[config.mk]
export PLATFORM = sky130hd
export DESIGN_NAME = fbik_ctrl
export DESIGN_NICKNAME = d
export VERILOG_FILES = /design/src/sv/fbik_pkg.sv /design/src/sv/fbik_ctrl.sv
export SDC_FILE = /design/constraint.sdc
export NUM_CORES = 1
export LEC_CHECK = 0
export BUFFER_PORTS_ARGS = -buffer_cell sky130_fd_sc_hd__buf_2
export CAP_MARGIN = 20
export CORE_MARGIN = 2
export CORE_UTILIZATION = 50
export CTS_CLUSTER_SIZE = 16
export DETAILED_ROUTE_END_ITERATION = 16
export PLACE_DENSITY = 0.87
export SLEW_MARGIN = 30
export SYNTH_ARGS = -nofsm -noshare
export SYNTH_HDL_FRONTEND = slang
export SYNTH_SLANG_ARGS = --single-unit
[constraint.sdc]
create_clock -name clk -period 2.3 [get_ports clk]
set_input_delay 0.23 -clock clk [delete_from_list [all_inputs] [get_ports clk]]
set_output_delay 0.23 -clock clk [all_outputs]
set_load 0.01 [all_outputs]
[src/sv/fbik_pkg.sv]
`timescale 1ns / 1ps
// Shared types, widths, codes and the arctangent table for the five-bar leg
// inverse kinematics block. No dependencies.
package fbik_pkg;

  localparam int LEN_W      = 11;
  localparam int CRD_W      = 12;
  localparam int OFF_W      = 15;
  localparam int ANG_W      = 16;
  localparam int CFG_W      = 15;
  localparam int IDX_W      = 3;
  localparam int OPD_W      = 28;          // multiplier operand
  localparam int PRD_W      = 2 * OPD_W;   // product and discriminant accumulators
  localparam int R2_W       = 25;
  localparam int RAD_W      = 50;          // discriminant is below 2^49
  localparam int ROOT_W     = RAD_W / 2;
  localparam int ND_W       = 29;          // numerator / denominator
  localparam int CXY_W      = 45;          // CORDIC x/y
  localparam int Z_W        = 27;          // CORDIC angle, Q.24
  localparam int T_W        = 30;          // doubled angle
  localparam int ATAN_N     = 24;
  localparam int STEP_W     = 5;
  localparam int NORM_SHIFT = 40;
  localparam logic signed [T_W-1:0] TWO_PI_Q24 = T_W'(105414357);

  typedef struct packed {
    logic signed [CRD_W-1:0] target_x;
    logic signed [CRD_W-1:0] target_y;
  } in_t;

  typedef struct packed {
    logic signed [ANG_W-1:0] front_angle;
    logic signed [ANG_W-1:0] rear_angle;
    logic [1:0]              status;
  } out_t;

  typedef struct packed {
    logic [LEN_W-1:0]        len_crank_front;
    logic [LEN_W-1:0]        len_upper_front;
    logic [LEN_W-1:0]        len_upper_rear;
    logic [LEN_W-1:0]        len_crank_rear;
    logic [LEN_W-1:0]        base_spacing;
    logic signed [OFF_W-1:0] front_offset;
    logic signed [OFF_W-1:0] rear_offset;
  } cfg_t;

  typedef enum logic [1:0] {
    ST_SOLVED = 2'd0,
    ST_RANGE  = 2'd1,
    ST_NOSOL  = 2'd2
  } status_t;

  typedef enum logic [IDX_W-1:0] {
    REG_LEN_CRANK_FRONT = 3'd0,
    REG_LEN_UPPER_FRONT = 3'd1,
    REG_LEN_UPPER_REAR  = 3'd2,
    REG_LEN_CRANK_REAR  = 3'd3,
    REG_BASE_SPACING    = 3'd4,
    REG_FRONT_OFFSET    = 3'd5,
    REG_REAR_OFFSET     = 3'd6
  } reg_idx_t;

  // multiplier operations, issued one per cycle
  typedef enum logic [4:0] {
    MOP_XX   = 5'd0,
    MOP_YY   = 5'd1,
    MOP_L1Y  = 5'd2,
    MOP_L1X  = 5'd3,
    MOP_L1L1 = 5'd4,
    MOP_L2L2 = 5'd5,
    MOP_L4Y  = 5'd6,
    MOP_L4XM = 5'd7,
    MOP_L3L3 = 5'd8,
    MOP_L5X  = 5'd9,
    MOP_L4L4 = 5'd10,
    MOP_L5L5 = 5'd11,
    MOP_PFPF = 5'd12,
    MOP_QFQF = 5'd13,
    MOP_RFRF = 5'd14,
    MOP_PRPR = 5'd15,
    MOP_QRQR = 5'd16,
    MOP_RRRR = 5'd17
  } mop_t;

  typedef enum logic [3:0] {
    S_IDLE,
    S_MUL1,
    S_DRN1,
    S_CHK1,
    S_MUL2,
    S_DRN2,
    S_CHK2,
    S_ROOT,
    S_ANG,
    S_FIN
  } state_t;

  typedef struct packed {
    logic load;
    logic mul_en;
    mop_t mul_op;
    logic sqrt_start;
    logic cordic_start;
    logic finish;
  } cmd_t;

  typedef struct packed {
    logic range_bad;
    logic nosol;
    logic sqrt_busy;
    logic cordic_busy;
  } sts_t;

  // atan(2^-i) in Q.24 radians
  function automatic logic [Z_W-1:0] atan_q24(input logic [STEP_W-1:0] idx);
    logic [Z_W-1:0] v;
    case (idx)
      5'd0:    v = Z_W'(13176795);
      5'd1:    v = Z_W'(7778716);
      5'd2:    v = Z_W'(4110060);
      5'd3:    v = Z_W'(2086331);
      5'd4:    v = Z_W'(1047214);
      5'd5:    v = Z_W'(524117);
      5'd6:    v = Z_W'(262123);
      5'd7:    v = Z_W'(131069);
      5'd8:    v = Z_W'(65536);
      5'd9:    v = Z_W'(32768);
      5'd10:   v = Z_W'(16384);
      5'd11:   v = Z_W'(8192);
      5'd12:   v = Z_W'(4096);
      5'd13:   v = Z_W'(2048);
      5'd14:   v = Z_W'(1024);
      5'd15:   v = Z_W'(512);
      5'd16:   v = Z_W'(256);
      5'd17:   v = Z_W'(128);
      5'd18:   v = Z_W'(64);
      5'd19:   v = Z_W'(32);
      5'd20:   v = Z_W'(16);
      5'd21:   v = Z_W'(8);
      5'd22:   v = Z_W'(4);
      5'd23:   v = Z_W'(2);
      default: v = '0;
    endcase
    return v;
  endfunction

endpackage

[src/sv/fbik_ctrl.sv]
`timescale 1ns / 1ps
// Controller: sequences multiplies, checks, square roots, CORDIC and the
// output handshake. Depends on fbik_pkg.
module fbik_ctrl (
  input  logic            clk,
  input  logic            rst,
  input  logic            in_valid,
  output logic            in_ready,
  output logic            out_valid,
  input  logic            out_ready,
  input  fbik_pkg::sts_t  sts,
  output fbik_pkg::cmd_t  cmd
);

  fbik_pkg::state_t state, state_next;
  fbik_pkg::mop_t   op, op_next;
  logic             out_valid_next;

  always_ff @(posedge clk) begin
    if (rst) begin
      state     <= fbik_pkg::S_IDLE;
      op        <= fbik_pkg::MOP_XX;
      out_valid <= 1'b0;
    end else begin
      state     <= state_next;
      op        <= op_next;
      out_valid <= out_valid_next;
    end
  end

  always_comb begin
    state_next     = state;
    op_next        = op;
    in_ready       = 1'b0;
    cmd            = '0;
    cmd.mul_op     = op;
    out_valid_next = out_valid && !out_ready;
    case (state)
      fbik_pkg::S_IDLE: begin
        in_ready = 1'b1;
        if (in_valid) begin
          cmd.load   = 1'b1;
          op_next    = fbik_pkg::MOP_XX;
          state_next = fbik_pkg::S_MUL1;
        end
      end
      fbik_pkg::S_MUL1: begin
        cmd.mul_en = 1'b1;
        if (op == fbik_pkg::MOP_L5L5) begin
          state_next = fbik_pkg::S_DRN1;
        end else begin
          op_next = fbik_pkg::mop_t'(op + 1'b1);
        end
      end
      fbik_pkg::S_DRN1: state_next = fbik_pkg::S_CHK1;
      fbik_pkg::S_CHK1: begin
        if (sts.range_bad) begin
          state_next = fbik_pkg::S_FIN;
        end else begin
          op_next    = fbik_pkg::MOP_PFPF;
          state_next = fbik_pkg::S_MUL2;
        end
      end
      fbik_pkg::S_MUL2: begin
        cmd.mul_en = 1'b1;
        if (op == fbik_pkg::MOP_RRRR) begin
          state_next = fbik_pkg::S_DRN2;
        end else begin
          op_next = fbik_pkg::mop_t'(op + 1'b1);
        end
      end
      fbik_pkg::S_DRN2: state_next = fbik_pkg::S_CHK2;
      fbik_pkg::S_CHK2: begin
        if (sts.nosol) begin
          state_next = fbik_pkg::S_FIN;
        end else begin
          cmd.sqrt_start = 1'b1;
          state_next     = fbik_pkg::S_ROOT;
        end
      end
      fbik_pkg::S_ROOT: begin
        if (!sts.sqrt_busy) begin
          cmd.cordic_start = 1'b1;
          state_next       = fbik_pkg::S_ANG;
        end
      end
      fbik_pkg::S_ANG: begin
        if (!sts.cordic_busy) begin
          state_next = fbik_pkg::S_FIN;
        end
      end
      fbik_pkg::S_FIN: begin
        // the previous item must have left the output register
        if (!out_valid || out_ready) begin
          cmd.finish     = 1'b1;
          out_valid_next = 1'b1;
          state_next     = fbik_pkg::S_IDLE;
        end
      end
      default: state_next = fbik_pkg::S_IDLE;
    endcase
  end

endmodule

==> qor.txt <==
Status: complete, no violations
I/O pin total: 20
Slowest library cell on the worst path: dfxtp_1
Vias in the first global route: 727
Area occupied by registers: 200 um2
Post-Syn Nets: 110
Seq/Total Area, Yosys: 25.0%
Post-synthesis register bit count: 10
Critical path arrival: 1770 ps
Pre-CTS setup slack: 337 ps
Register-to-register setup slack: 300 ps
PwrDens: 673 nW/um2
Hpwl dp: 1.44 mm
# clock sinks: 10
Worst path required time: 2070 ps
Uppermost routed layer: met4
# DRC: 0
Clock skew: 11.2 ps
Post-Route Utilization: 62.1%
Slew Limit Fails: 0
Core area: 1510 um2
Vias per cell: 6.09
CP max stage delay: 630 ps
GRT Util Overall: 23.5%
Slew @ Worst Pin: 501 ps
Clock-pin slew on the worst setup and hold paths: 80 ps
Initial Util: 53.2%
Setup_tns: 0 ps
Final setup fails: 0
Ys Warns: 0
Fill count: 140
Layout cells sized above 1: 30.0%
Path type of the worst min-delay path: input pin to flop
Met1 wire length: 871 um
Worst Setup End Kind: primary output
Lkg Pwr: 0.379 nW
Total Routed Length: 1.98 mm
Cell Rows: 14
Overflow after GRT: 0
CP startpoint kind: flop
Vias: 828
Gate Count Post-Synth: 100
Yosys top cell area share: 25.0%
Worst-path cell chain: nand2b_1, a211oi_1, buf_4, buf_2
ANT cells: 0
CTS Hold Bufs: 0
Critical path class: flop to primary output
Pre-Repair DR Iteration Count: 4
Max Cap Viol: 0
Worst-skew pair later-pin latency: 280 ps
Area of the multi-input gates: 543 um2
F_max: 0.499 GHz
CTS H-Tree Depth: 1
Number of synthesized flops with an enable pin: 0
Syn Area/Cell: 8.01 um2
TritonCTS clock tree: done
Mapped Area: 801 um2
Relative slew slack: 66.6%
Main synth FF type: dfxtp_1
Worst VDD drop: 363 uV
Synth-to-layout area growth: 16.9%
Area contributors post-synth: dfxtp_1 25%, nand2b_1 5.5%, a21oi_1 4.4%, nor2_1 4.2%, a211oi_1 3.8%
Yosys top cell by area: dfxtp_1
Final Critical Period: 2000 ps
Post-CTS Setup Bufs: 0
Distinct cells, synth: 42
Clock Tree Buf Depth: 2
Tcrit/Tclk final: 87.2%
Buffers on Ports: 19
RSZ-0062 raised after global routing: false
Final Hold Viols: 0
# placed instances: 132
Met2 WL post-DR: 922 um
Die area: 1940 um2
Final net count: 131
ANT nets after route: 0
Global-route wire length before repair: 3.34 mm
Post-DR wirelength/cell: 14.6 um
Root buf cell: clkbuf_4
Largest net degree at the start of global routing: 16
Global placement routability congestion: 0.918
Metal3 WL: 141 um
Setup slack after layout: 295 ps
Die height: 44.0 um
Crit-path max FO: 15
Final std cells w/o fill: 136
Drt initial violations: 18
Post-CTS Resized: 0
FFs w/ async S/R, synth: 0%
Die Wd: 44.0 um
Initial antenna violation count: 0
CTS buffer count: 3
-- cells in the mapped netlist (2+ instances only) --
| master | number |
|---|---|
| ha_1 | 2 |
| a211oi_1 | 4 |
| inv_1 | 5 |
| nand3_1 | 2 |
| nor2_1 | 9 |
| clkbuf_1 | 2 |
| nand2b_1 | 7 |
| a21oi_1 | 7 |
| nor4_1 | 2 |
| o21ai_0 | 5 |
| nor3_1 | 4 |
| or3_1 | 3 |
| buf_4 | 3 |
| nor2b_1 | 3 |
| nand2_1 | 6 |
| dfxtp_1 | 10 |
-- layer usage --
| metal | up-vias | global-route usage (%) |
|---|---|---|
| li1 | 414 | - |
| met1 | 373 | 31.7 |
| met2 | 32 | 35.0 |
| met3 | 9 | 7.35 |
| met4 | 0 | 9.09 |
| met5 | - | 0 |
-- registers in the layout, summed over array words and instances, names as in the netlist --
| register | flops |
|---|---|
| out_valid | 1 |
| state | 4 |
| op | 5 |
-- where the power goes --
group	internal (mW)	switching, mW	total, mW
clock	0.0964	0.0697	0.166
combinational	0.105	0.133	0.237
sequential	0.188	0.0386	0.226
-- area by class of cell --
type / instances / area share (%)
Multi-Input combinational cell: 79 / 58.0
Tap cell: 16 / 2.14
Clock buffer: 4 / 3.88
Inverter: 5 / 2.01
Sequential cell: 10 / 21.4
Timing Repair Buffer: 22 / 12.6
-- cell families after synthesis --
family | after synthesis | share of synthesized area, %
AO/OA/AOI/OAI | 34 | 33.4
adder cells (fa/ha/maj) | 2 | 3.12
AND/OR/NAND/NOR | 43 | 31.3
buffers and inverters | 11 | 7.19
flip-flops | 10 | 25.0
-- critical path: cells and delay by family (launching register included) --
kind,cells,cell delay [ps]
and+or+nand+nor,1,250
buffers and inverters,2,310
AOI/OAI and AO/OA,1,310
DFF,1,630
-- worst paths after layout --
kind                            startpoint       end  depth (start not counted)
worst max-delay path              state[0]    cmd[8]                          4
worst min-delay path                sts[1]  state[1]                          3
worst max register to register       op[0]     op[1]                          6
worst min register to register       op[1]     op[1]                          2
-- metrics by stage --
| stage | power [mW] | hold WS, ps | area, um2 |
|---|---|---|---|
| final | 0.630 | 199 | 936 |
| after global placement | 0.455 | 492 | 900 |
| after detailed placement | 0.463 | 503 | 900 |
| after global routing | 0.675 | 218 | 936 |
| after CTS | 0.628 | 203 | 936 |
| after floorplan | 0.394 | 366 | 801 |
-- placed cells by master, fill, tap and decap left out, drive strengths merged, types with 2 or more instances in the layout --
cell      n
buf      22
dfxtp    10
nor2      9
a21oi     8
nand2b    7
nand2     6
o21ai     6
inv       5
nor3      4
a211oi    4
clkbuf    4
nor2b     3
or3       3
nor4      2
nand3     2
ha        2
and4bb    2
a2111oi   2
Note: power is estimated with default switching activity, not from simulation.
